`config.mk`:
```
export PLATFORM = sky130hd
export DESIGN_NAME = resp_array_parser
export DESIGN_NICKNAME = d
export VERILOG_FILES = /design/src/hdl/rap_pkg.sv /design/src/hdl/rap_step.sv /design/src/hdl/resp_array_parser.sv
export VERILOG_INCLUDE_DIRS = /design/src /design/src/hdl
export SDC_FILE = /design/constraint.sdc
export NUM_CORES = 1
export LEC_CHECK = 0
export ABC_CLOCK_PERIOD_IN_PS = 7000
export BUFFER_PORTS_ARGS = -buffer_cell sky130_fd_sc_hd__buf_2
export CORE_MARGIN = 2
export CORE_UTILIZATION = 50
export DETAILED_ROUTE_END_ITERATION = 16
export PLACE_DENSITY = 0.75
export SYNTH_ARGS = -nofsm -noshare
export SYNTH_HDL_FRONTEND = slang
export SYNTH_SLANG_ARGS = --single-unit
```
`constraint.sdc`:
```
create_clock -name i_clk -period 7 [get_ports i_clk]
set_input_delay 0.7 -clock i_clk [delete_from_list [all_inputs] [get_ports i_clk]]
set_output_delay 0.7 -clock i_clk [all_outputs]
set_load 0.03 [all_outputs]
```
`src/hdl/assert_macros.svh`:
```
// ----------------------------------------------------------------------------
// assert_macros.svh
// Concurrent assertion helpers shared by the RTL.
// ----------------------------------------------------------------------------
`ifndef ASSERT_MACROS_SVH
`define ASSERT_MACROS_SVH

// checked only while out of reset
`define ASSERT_ON(label, prop, msg) \
    label: assert property (@(posedge i_clk) disable iff (!i_rst_n) (prop)) else $error(msg);

// checked on every edge, reset included
`define ASSERT_ALWAYS(label, prop, msg) \
    label: assert property (@(posedge i_clk) (prop)) else $error(msg);

`endif

```
`src/hdl/rap_pkg.sv`:
```
// ----------------------------------------------------------------------------
// rap_pkg
// Shared constants, types and helpers for the RESP array parser.
// ----------------------------------------------------------------------------
package rap_pkg;

    localparam int COUNT_BITS  = 16;
    localparam int LENGTH_BITS = 32;
    localparam int IDX_W       = 16;
    localparam int SUM_W       = LENGTH_BITS + 4;

    localparam logic [2:0] PH_STAR      = 3'd0;
    localparam logic [2:0] PH_COUNT     = 3'd1;
    localparam logic [2:0] PH_COUNT_EOL = 3'd2;
    localparam logic [2:0] PH_DOLLAR    = 3'd3;
    localparam logic [2:0] PH_LEN       = 3'd4;
    localparam logic [2:0] PH_LEN_EOL   = 3'd5;
    localparam logic [2:0] PH_DATA      = 3'd6;
    localparam logic [2:0] PH_TRAIL     = 3'd7;

    localparam logic [1:0] K_DATA = 2'd0;
    localparam logic [1:0] K_END  = 2'd1;
    localparam logic [1:0] K_DONE = 2'd2;
    localparam logic [1:0] K_ERR  = 2'd3;

    localparam logic [2:0] E_NONE   = 3'd0;
    localparam logic [2:0] E_STAR   = 3'd1;
    localparam logic [2:0] E_COUNT  = 3'd2;
    localparam logic [2:0] E_DOLLAR = 3'd3;
    localparam logic [2:0] E_LENGTH = 3'd4;

    localparam logic [7:0] CH_STAR   = 8'h2A;
    localparam logic [7:0] CH_DOLLAR = 8'h24;
    localparam logic [7:0] CH_LF     = 8'h0A;
    localparam logic [7:0] CH_SPACE  = 8'h20;
    localparam logic [7:0] CH_TAB    = 8'h09;
    localparam logic [7:0] CH_CR     = 8'h0D;
    localparam logic [7:0] CH_ZERO   = 8'h30;
    localparam logic [7:0] CH_NINE   = 8'h39;

    typedef struct packed {
        logic [2:0]             phase;
        logic                   digit_seen;
        logic [COUNT_BITS-1:0]  element_total;
        logic [COUNT_BITS-1:0]  element_counter;
        logic [LENGTH_BITS-1:0] bytes_remaining;
    } t_state;

    typedef struct packed {
        logic [1:0]       kind;
        logic [7:0]       out_byte;
        logic [IDX_W-1:0] element_index;
        logic             last_element;
        logic [2:0]       error_code;
    } t_result;

    function automatic logic is_space(input logic [7:0] b);
        return (b == CH_SPACE) || ((b >= CH_TAB) && (b <= CH_CR));
    endfunction

endpackage

```
`src/hdl/rap_step.sv`:
```
// ----------------------------------------------------------------------------
// rap_step
// Next-state and result logic for one byte of the RESP array stream.
// ----------------------------------------------------------------------------
module rap_step (
    input  rap_pkg::t_state  i_state,
    input  logic [7:0]       i_byte,
    output rap_pkg::t_state  o_state,
    output logic             o_emit,
    output rap_pkg::t_result o_result
);

    logic                          w_digit;
    logic [3:0]                    w_dval;
    logic [rap_pkg::SUM_W-1:0]     w_sum;
    logic                          w_cnt;
    logic                          w_ovf;
    logic                          w_last;
    logic [rap_pkg::LENGTH_BITS-1:0] w_dec;
    logic [rap_pkg::IDX_W-1:0]     w_idx;

    assign w_digit = (i_byte >= rap_pkg::CH_ZERO) && (i_byte <= rap_pkg::CH_NINE);
    assign w_dval  = 4'(i_byte - rap_pkg::CH_ZERO);
    // acc * 10 + digit as two shifted adds
    assign w_sum   = {1'b0, i_state.bytes_remaining, 3'b000}
                   + {3'b000, i_state.bytes_remaining, 1'b0}
                   + {{(rap_pkg::SUM_W-4){1'b0}}, w_dval};
    assign w_cnt   = (i_state.phase == rap_pkg::PH_COUNT);
    assign w_ovf   = w_cnt ? (|w_sum[rap_pkg::SUM_W-1:rap_pkg::COUNT_BITS])
                           : (|w_sum[rap_pkg::SUM_W-1:rap_pkg::LENGTH_BITS]);
    assign w_last  = (i_state.element_counter
                      == (i_state.element_total - rap_pkg::COUNT_BITS'(1)));
    assign w_dec   = i_state.bytes_remaining - rap_pkg::LENGTH_BITS'(1);
    assign w_idx   = rap_pkg::IDX_W'(i_state.element_counter);

    always_comb begin
        o_state  = i_state;
        o_emit   = 1'b0;
        o_result = '0;
        unique case (i_state.phase)
            rap_pkg::PH_STAR: begin
                if (!rap_pkg::is_space(i_byte)) begin
                    if (i_byte == rap_pkg::CH_STAR) begin
                        o_state.phase           = rap_pkg::PH_COUNT;
                        o_state.digit_seen      = 1'b0;
                        o_state.bytes_remaining = '0;
                    end else begin
                        o_emit              = 1'b1;
                        o_result.kind       = rap_pkg::K_ERR;
                        o_result.error_code = rap_pkg::E_STAR;
                        o_state.digit_seen      = 1'b0;
                        o_state.bytes_remaining = '0;
                    end
                end
            end
            rap_pkg::PH_COUNT, rap_pkg::PH_LEN: begin
                priority if (w_digit) begin
                    if (w_ovf) begin
                        o_emit                  = 1'b1;
                        o_result.kind           = rap_pkg::K_ERR;
                        o_result.error_code     = w_cnt ? rap_pkg::E_COUNT
                                                        : rap_pkg::E_LENGTH;
                        o_result.element_index  = w_cnt ? '0 : w_idx;
                        o_state.phase           = rap_pkg::PH_STAR;
                        o_state.digit_seen      = 1'b0;
                        o_state.bytes_remaining = '0;
                    end else begin
                        o_state.bytes_remaining = w_sum[rap_pkg::LENGTH_BITS-1:0];
                        o_state.digit_seen      = 1'b1;
                    end
                end else if (!i_state.digit_seen) begin
                    if (!rap_pkg::is_space(i_byte) || (i_byte == rap_pkg::CH_LF)) begin
                        o_emit                  = 1'b1;
                        o_result.kind           = rap_pkg::K_ERR;
                        o_result.error_code     = w_cnt ? rap_pkg::E_COUNT
                                                        : rap_pkg::E_LENGTH;
                        o_result.element_index  = w_cnt ? '0 : w_idx;
                        o_state.phase           = rap_pkg::PH_STAR;
                        o_state.bytes_remaining = '0;
                    end
                end else if (i_byte != rap_pkg::CH_LF) begin
                    o_state.digit_seen = 1'b0;
                    o_state.phase      = w_cnt ? rap_pkg::PH_COUNT_EOL
                                               : rap_pkg::PH_LEN_EOL;
                end else if (w_cnt) begin
                    o_state.digit_seen      = 1'b0;
                    o_state.element_total   =
                        i_state.bytes_remaining[rap_pkg::COUNT_BITS-1:0];
                    o_state.bytes_remaining = '0;
                    o_state.element_counter = '0;
                    if (i_state.bytes_remaining == '0) begin
                        o_state.phase = rap_pkg::PH_STAR;
                        o_emit        = 1'b1;
                        o_result.kind = rap_pkg::K_DONE;
                    end else begin
                        o_state.phase = rap_pkg::PH_DOLLAR;
                    end
                end else begin
                    o_state.digit_seen = 1'b0;
                    o_state.phase = (i_state.bytes_remaining != '0) ? rap_pkg::PH_DATA
                                                                    : rap_pkg::PH_TRAIL;
                end
            end
            rap_pkg::PH_COUNT_EOL: begin
                if (i_byte == rap_pkg::CH_LF) begin
                    o_state.element_total   =
                        i_state.bytes_remaining[rap_pkg::COUNT_BITS-1:0];
                    o_state.bytes_remaining = '0;
                    o_state.element_counter = '0;
                    if (i_state.bytes_remaining == '0) begin
                        o_state.phase = rap_pkg::PH_STAR;
                        o_emit        = 1'b1;
                        o_result.kind = rap_pkg::K_DONE;
                    end else begin
                        o_state.phase = rap_pkg::PH_DOLLAR;
                    end
                end
            end
            rap_pkg::PH_LEN_EOL: begin
                if (i_byte == rap_pkg::CH_LF) begin
                    o_state.phase = (i_state.bytes_remaining != '0) ? rap_pkg::PH_DATA
                                                                    : rap_pkg::PH_TRAIL;
                end
            end
            rap_pkg::PH_DOLLAR: begin
                if (!rap_pkg::is_space(i_byte)) begin
                    o_state.digit_seen      = 1'b0;
                    o_state.bytes_remaining = '0;
                    if (i_byte == rap_pkg::CH_DOLLAR) begin
                        o_state.phase = rap_pkg::PH_LEN;
                    end else begin
                        o_state.phase          = rap_pkg::PH_STAR;
                        o_emit                 = 1'b1;
                        o_result.kind          = rap_pkg::K_ERR;
                        o_result.error_code    = rap_pkg::E_DOLLAR;
                        o_result.element_index = w_idx;
                    end
                end
            end
            rap_pkg::PH_DATA: begin
                o_state.bytes_remaining = w_dec;
                if (w_dec == '0) begin
                    o_state.phase = rap_pkg::PH_TRAIL;
                end
                o_emit                 = 1'b1;
                o_result.kind          = rap_pkg::K_DATA;
                o_result.out_byte      = i_byte;
                o_result.element_index = w_idx;
                o_result.last_element  = w_last;
            end
            rap_pkg::PH_TRAIL: begin
                if (i_byte == rap_pkg::CH_LF) begin
                    o_state.element_counter = i_state.element_counter
                                            + rap_pkg::COUNT_BITS'(1);
                    o_state.phase           = w_last ? rap_pkg::PH_STAR
                                                     : rap_pkg::PH_DOLLAR;
                    o_emit                  = 1'b1;
                    o_result.kind           = rap_pkg::K_END;
                    o_result.element_index  = w_idx;
                    o_result.last_element   = w_last;
                end
            end
        endcase
    end

endmodule

```
`src/hdl/resp_array_parser.sv`:
```
// ----------------------------------------------------------------------------
// resp_array_parser
// Byte-serial parser for an array of bulk strings, one byte per beat.
// Throughput: one input beat per cycle; input stalls only while a result is held.
// Each byte is held in the input register, then its result in the result register.
// Reset (i_rst_n low, synchronous) empties both registers and returns the
// parser to waiting for the array marker.
// ----------------------------------------------------------------------------
`include "assert_macros.svh"

module resp_array_parser (
    input  logic        i_clk,
    input  logic        i_rst_n,
    input  logic        s_axis_tvalid,
    output logic        s_axis_tready,
    input  logic [7:0]  s_axis_tdata,   // [7:0] in_byte
    output logic        m_axis_tvalid,
    input  logic        m_axis_tready,
    output logic [31:0] m_axis_tdata,   // [7:0] out_byte, [23:8] element_index,
                                        // [26:24] error_code, rest zero
    output logic [1:0]  m_axis_tuser,   // [1:0] kind
    output logic        m_axis_tlast    // last_element
);

    logic             r_in_valid;
    logic [7:0]       r_in_byte;
    logic             r_out_valid;
    rap_pkg::t_result r_out;
    rap_pkg::t_state  r_state;

    rap_pkg::t_state  n_state;
    rap_pkg::t_result w_result;
    logic             w_emit;
    logic             w_advance;

    rap_step u_step (
        .i_state  (r_state),
        .i_byte   (r_in_byte),
        .o_state  (n_state),
        .o_emit   (w_emit),
        .o_result (w_result)
    );

    assign w_advance     = r_in_valid && (!r_out_valid || m_axis_tready);
    assign s_axis_tready = !r_in_valid || w_advance;

    always_ff @(posedge i_clk) begin
        if (!i_rst_n) begin
            r_in_valid  <= 1'b0;
            r_out_valid <= 1'b0;
            r_state     <= '{phase: rap_pkg::PH_STAR, default: '0};
        end else begin
            if (s_axis_tready) begin
                r_in_valid <= s_axis_tvalid;
            end
            if (w_advance) begin
                r_state     <= n_state;
                r_out_valid <= w_emit;
            end else if (m_axis_tready) begin
                r_out_valid <= 1'b0;
            end
        end
    end

    always_ff @(posedge i_clk) begin
        if (s_axis_tready && s_axis_tvalid) begin
            r_in_byte <= s_axis_tdata;
        end
        if (w_advance && w_emit) begin
            r_out <= w_result;
        end
    end

    assign m_axis_tvalid = r_out_valid;
    assign m_axis_tdata  = {5'b00000, r_out.error_code, r_out.element_index, r_out.out_byte};
    assign m_axis_tuser  = r_out.kind;
    assign m_axis_tlast  = r_out.last_element;

    `ASSERT_ON(a_err_has_code,
        (r_out_valid && (r_out.kind == rap_pkg::K_ERR)) |-> (r_out.error_code != rap_pkg::E_NONE),
        "error beat without error code")
    `ASSERT_ON(a_code_only_on_err,
        (r_out_valid && (r_out.kind != rap_pkg::K_ERR)) |-> (r_out.error_code == rap_pkg::E_NONE),
        "error code on non-error beat")
    `ASSERT_ON(a_byte_only_on_data,
        (r_out_valid && (r_out.kind != rap_pkg::K_DATA)) |-> (r_out.out_byte == 8'h00),
        "payload byte on non-data beat")
    `ASSERT_ON(a_data_has_bytes,
        (r_state.phase == rap_pkg::PH_DATA) |-> (r_state.bytes_remaining != '0),
        "data phase with no bytes left")
    `ASSERT_ON(a_in_held,
        (r_in_valid && !w_advance) |=> (r_in_valid && $stable(r_in_byte)),
        "pending input byte lost")
    `ASSERT_ALWAYS(a_reset_phase,
        (!i_rst_n) |=> ((r_state.phase == rap_pkg::PH_STAR) && !r_out_valid),
        "parser not idle after reset")

endmodule
```
**After elaboration in Yosys (flattened, before gate mapping)**

Cells that the tools add are included.

- Register bits after elaboration: 108
- Bits in latches: 0
- Memory bits (writable): 0
- Memory bits (read-only): 0
- Bits of input ports: 12
- Logic and storage cells: 168
- Memories: 0

- Add/sub/neg operators: 6
- Multiply operators: 0
- Div/mod/pow operators: 0
- Order comparisons: 4
- Equal/unequal tests: 29
- Shift operators: 0
- Multiplexer cells: 86
- Bitwise operators: 0
- Reduce and logical (&&, ||, !) cells: 30

Operator list:

| operator | count |
|---|---|
| two-way mux 32 bit | 6 |
| two-way mux 64 bit | 3 |
| two-way mux 16 bit | 8 |
| one-hot mux 32 bit (4 select lines) | 1 |
| logical NOT 32 bit | 2 |
| one-hot mux 16 bit (4 select lines) | 1 |
| two-way mux 3 bit | 17 |
| one-hot mux 16 bit (3 select lines) | 1 |
| adder 35 x 33 -> 36 bit | 1 |
| adder 36 x 4 -> 36 bit | 1 |
| two-way mux 33 bit | 1 |
| one-hot mux 16 bit (2 select lines) | 1 |
| nonzero test 32 bit | 1 |
| subtractor 32 x 1 -> 32 bit (second input constant) | 1 |
| two-way mux 2 bit | 15 |
| equality test 8 x 6 -> 1 bit (second input constant) | 3 |
| one-hot mux 3 bit (7 select lines) | 1 |
| two-way mux 1 bit | 20 |
| two-way mux 4 bit | 5 |
| OR reduction 20 bit | 1 |
| two-way mux 17 bit | 1 |
| adder 16 x 1 -> 16 bit (second input constant) | 1 |
| equality test 16 bit | 1 |
| subtractor 16 x 1 -> 16 bit (second input constant) | 1 |
| other kinds (33) | 61 |

**Logic depth before layout (Yosys ltp)**

- Word-level depth: 10
- Gate-level depth with buffers: 16
- Gate-level depth less buffers: 14

**By module**

Synthesis repeated with hierarchy kept, for this count alone.

- Cells, all modules: 1,279
- Area, all modules: 9,840.7 sq um

By module, submodules not included:

| module | times used | cells each | area an instance (sq um) |
|---|---|---|---|
| rap_step | 1 | 928 | 5,864.4 |
| resp_array_parser | 1 | 351 | 3,976.3 |

**Worst setup path after synthesis**

Ideal clock, no wire load.

- Path type: register -> register
- From: reg r_state[2] (netlist bit)
- To: reg r_out, in the netlist m_axis_tdata[0] (enable)
- Arrival time: 4.869 ns
- Data required time: 6.573 ns
- Path slack: 1.704 ns
- Cell stages (with the launch flop): 16
- Buffers on the path: 1
- Cell sequence: dfxtp_1 clkbuf_1 inv_1 fa_1 inv_1 fa_1 a211oi_2 o211ai_1 and3_4 o31a_2 o21a_1 o22ai_1 or4_4 o31a_1 o21ai_0 a21oi_1

- Cells in the longest elaborated chain, start to end: 8
- Elaborated cells between the ends (all ways): 15
- Those cells by class: add/sub: 2; mux: 9; reduce/logical: 4

RTL lines:

| what | RTL line | text |
|---|---|---|
| from (decl) | resp_array_parser.sv:29 | `rap_pkg::t_state r_state;` |
| from (signal assigned) | resp_array_parser.sv:57 | `r_state <= n_state;` |
| adder 35 x 33 -> 36 bit or logical NOT 32 bit (tied branches) | rap_step.sv:26, rap_step.sv:91, rap_step.sv:110 |  |
| adder 36 x 4 -> 36 bit or two-way mux 1 bit (tied branches) | rap_step.sv:27, rap_step.sv:91, rap_step.sv:110 |  |
| OR reduction 20 bit (tied with other cells) | rap_step.sv:29 | `assign w_ovf = w_cnt ? (\|w_sum[rap_pkg::SUM_W-1:rap_pkg::COUNT_BITS])` |
| two-way mux 1 bit, on equally long branches | rap_step.sv:29, rap_step.sv:81 |  |
| two-way mux 1 bit, on equally long branches | rap_step.sv:58, rap_step.sv:71 |  |
| two-way mux 1 bit | rap_step.sv:57 | `priority if (w_digit) begin` |
| one-hot mux 1 bit (6 select lines) (*) | rap_step.sv:40 | `unique case (i_state.phase)` |
| logical AND 1 bit (*) | resp_array_parser.sv:69 | `if (w_advance && w_emit) begin` |
| to (signal assigned) | resp_array_parser.sv:70 | `r_out <= w_result;` |
| to (decl) | resp_array_parser.sv:28 | `rap_pkg::t_result r_out;` |

Mark *: on every way between the ends. The rest lies on a longest branch, timed or not.
A chain may end at the register's enable or synchronous reset.

**Worst setup path in the final report**

- From: reg r_state[2] (netlist bit)
- To: reg r_out, in the netlist m_axis_tdata[15] (enable)

The elaborated chain is that of the path after synthesis.

==> flow_metrics.py <==
metrics = {
    "global_routing": {
        "grt_pass1_wl_um": 38200,
        "grt-ovfl-total": 0,
        "grt_max_degree": 63,
        "grt_pass1_vias": 7514,
        "grt_use_total_pct": 23.7,
        "antenna_found_initial": 0,
    },
    "drt": {
        "drtAntennaViolNets": 0,
        "vias": 8225,
        "drtIter0Drc": 723,
        "drc": 0,
        "vias_per_cell": 6.30,
        "drt-total-wl_um": 23300,
        "avgRoutedWirePerCell_um": 17.8,
        "drtPass1Iterations": 5,
    },
    "clocking": {
        "clk_pin_slew_ns": 0.07,
        "cts_resized": 0,
        "h-tree-depth": 3,
        "clock_path_buffers": 2,
        "worstSkewPairLatency_ns": 0.35,
        "post_cts_buffers": 0,
        "clockRootBuffer": "clkbuf_16",
        "numCtsBuffers": 9,
        "tritoncts": "yes",
        "cts_num_sinks": 108,
        "cts_hold_buf": 0,
    },
    "outcome": {
        "status": "completed",
    },
    "synthesis": {
        "synth_top_area_cell": "dfxtp_1",
        "synth_cell_type_count": 85,
        "syn_inst": 1085,
        "synth_edf_count": 38,
        "synthesis.yosys.warnings": 0,
        "synth-seq-area-share_pct": 28.2,
        "synth-main-ff-cell": "dfxtp_1",
        "synthTopCellsByArea": "dfxtp_1 (16%), edfxtp_1 (13%), ha_1 (9.5%), xnor2_1 (4.3%), xor2_1 (4.3%)",
        "synth-async-reset-ratio_pct": 0,
        "synth_seq_cells": 108,
        "mappedNetlistArea_sq_um": 9000,
        "syn-mean-instance-area_sq_um": 8.30,
        "synth_top_area_share_pct": 15.6,
    },
    "cells_and_area": {
        "antenna-diode-count": 0,
        "syn_to_final_growth_pct": 5.84,
        "drive_gt1_share_pct": 9.19,
        "fin_nets": 1156,
    },
    "setup_path": {
        "critical_path.endpoint_type": "register",
        "slowest_delay_ns": 0.52,
        "path_buf_inv": 3,
        "setup.worst_path.class": "reg -> reg",
        "worst-path-max-fanout": 25,
        "crit_chain": "inv_1 -> fa_1 -> inv_1 -> fa_1 -> a211oi_2 -> o211ai_1 -> and3_4 -> o21a_1 -> or3_1 -> a2111oi_2 -> nand4b_1 -> o31a_1 -> o21ai_0 -> a21oi_2 -> buf_4",
        "crit_path_start_kind": "register",
        "arrival_ns": 5.31,
        "crit_required_ns": 7.08,
        "r2r_slack_ns": 1.77,
        "critPathSlowestCell": "dfxtp_1",
        "critPathTopFamily": "compound AO/OA/AOI/OAI gates",
    },
    "pwr": {
        "p_leak_nw": 3.63,
        "power_w": 0.00153,
        "ir_worst_vdd_uv": 115,
        "power_density_nw_per_um2": 160,
    },
    "sta": {
        "period_needed_ns": 5.23,
        "setup_slack_ns": 1.77,
        "worst_slew_pin_slew_ns": 1.20,
        "finalSetupViolCount": 0,
        "slew_viol_final": 0,
        "relSlewSlack_pct": 19.1,
        "fmax_ghz": 0.191,
        "timing.final.crit_share_pct": 74.7,
        "fin_skew_ns": 0.00820,
        "holdWs_ns": 0.524,
        "finalHoldViolations": 0,
        "finalSetupTns_ns": 0,
        "rsz0062_at_grt": "false",
    },
    "place": {
        "gp_congestion": 0.920,
        "place_hpwl_um": 17600,
        "dp_slack_ns": 1.88,
        "port_buffers": 43,
    },
    "floorplan": {
        "initial_utilization_pct": 50.5,
        "dieArea_sq_um": 19100,
        "placementRows": 49,
        "num_io_pins": 49,
        "die_x_um": 138,
        "core-area_sq_um": 17800,
        "die_h_um": 138,
    },
    "hold_path": {
        "hp-class": "in -> reg",
    },
    "flow_run": {
        "max-cap-violations": 0,
    },
}
-- power breakdown --
part | internal, W | switching (W)
Clock | 0.000265 | 0.000234
Combinational | 0.000114 | 0.000204
Sequential | 0.000671 | 0.0000375
-- synth_stat cells (all sizes together), types with 14 or more instances --
cell    number
edfxtp      38
nor3        29
nand4b      27
nor2b       15
a31oi       30
mux2i       24
nand2       89
nor4        22
inv         27
a21o        15
o21a        14
nand4       20
a21oi       61
and2        30
dfxtp       70
o21ai       78
xor2        44
nand3       28
buf         25
nor2        86
ha          68
clkbuf      51
xnor2       44
-- sequential cells by signal, summed over array words and instances, names as in the netlist --
register       count
m_axis_tdata      27
m_axis_tvalid      1
r_in_valid         1
r_in_byte          8
r_state           68
m_axis_tuser       2
m_axis_tlast       1
-- per-layer routing --
metal / up-vias / share of wire [%] / track usage (%)
met4: 0 / 2.3 / 6.98
met5: - / 0 / 0
met2: 319 / 47 / 38.6
met3: 44 / 5.8 / 2.36
met1: 3885 / 45 / 33.6
li1: 3977 / - / -
-- worst reg2reg max path: stages, from the launching register on --
cell and delay (ns):
dfxtp_1 0.52, inv_1 0.15, fa_1 0.52, inv_1 0.08, fa_1 0.49, a211oi_2 0.35
o211ai_1 0.14, and3_4 0.20, o21a_1 0.18, or3_1 0.35, a2111oi_2 0.37, nand4b_1 0.21
o31a_1 0.43, o21ai_0 0.48, a21oi_2 0.20, buf_4 0.28
-- stage by stage --
| step | std cells | instance area, sq um | utilization, % |
|---|---|---|---|
| finish | 1306 | 9530 | 53.4 |
| CTS | 1306 | 9530 | 53.4 |
| detailed placement | 1290 | 9240 | 51.8 |
| floorplan | 1089 | 9020 | - |
| global placement | 1290 | 9240 | 51.8 |
| global route | 1306 | 9530 | 53.4 |
-- kinds of logic after synthesis --
| family | synth area share [%] |
|---|---|
| buf+inv | 4.92 |
| compound gates | 20.4 |
| other cells | 0.0417 |
| flops | 28.2 |
| fa+ha+maj | 10.3 |
| simple gates | 24.8 |
| mux | 2.67 |
| xor+xnor | 8.56 |
-- path summary, 6_finish.rpt --
check	start	to	cells after the start
hold reg to reg	r_state[49]	r_state[49]	2
setup reg to reg	r_state[2]	m_axis_tdata[15]	15
setup / recovery	r_state[2]	m_axis_tdata[15]	15
hold / removal	s_axis_tdata[0]	r_in_byte[0]	1
-- cell type report --
cell class | count | area [sq um]
tap | 229 | 287
inverter | 27 | 101
clock buffer | 10 | 250
sequential | 108 | 2540
multi-input combinational | 878 | 6050
clock inverter | 6 | 40.0
timing repair buffer | 48 | 253
fill | 1682 | 8310
-- cell usage in the layout (no fill, tap or decap), drive strengths merged, types with 10 or more instances in the layout --
| cell | n |
|---|---|
| nand4 | 20 |
| nand4b | 27 |
| nand2 | 89 |
| nand3 | 28 |
| nor2b | 15 |
| and2 | 30 |
| o21a | 14 |
| nor4 | 22 |
| xor2 | 44 |
| a21o | 15 |
| dfxtp | 70 |
| o211ai | 10 |
| clkbuf | 10 |
| a21oi | 61 |
| buf | 48 |
| nor2 | 86 |
| o21ai | 78 |
| xnor2 | 44 |
| edfxtp | 38 |
| a31oi | 30 |
| nor3 | 29 |
| mux2i | 24 |
| ha | 68 |
| inv | 30 |
Note: power is estimated with default switching activity, not from simulation.
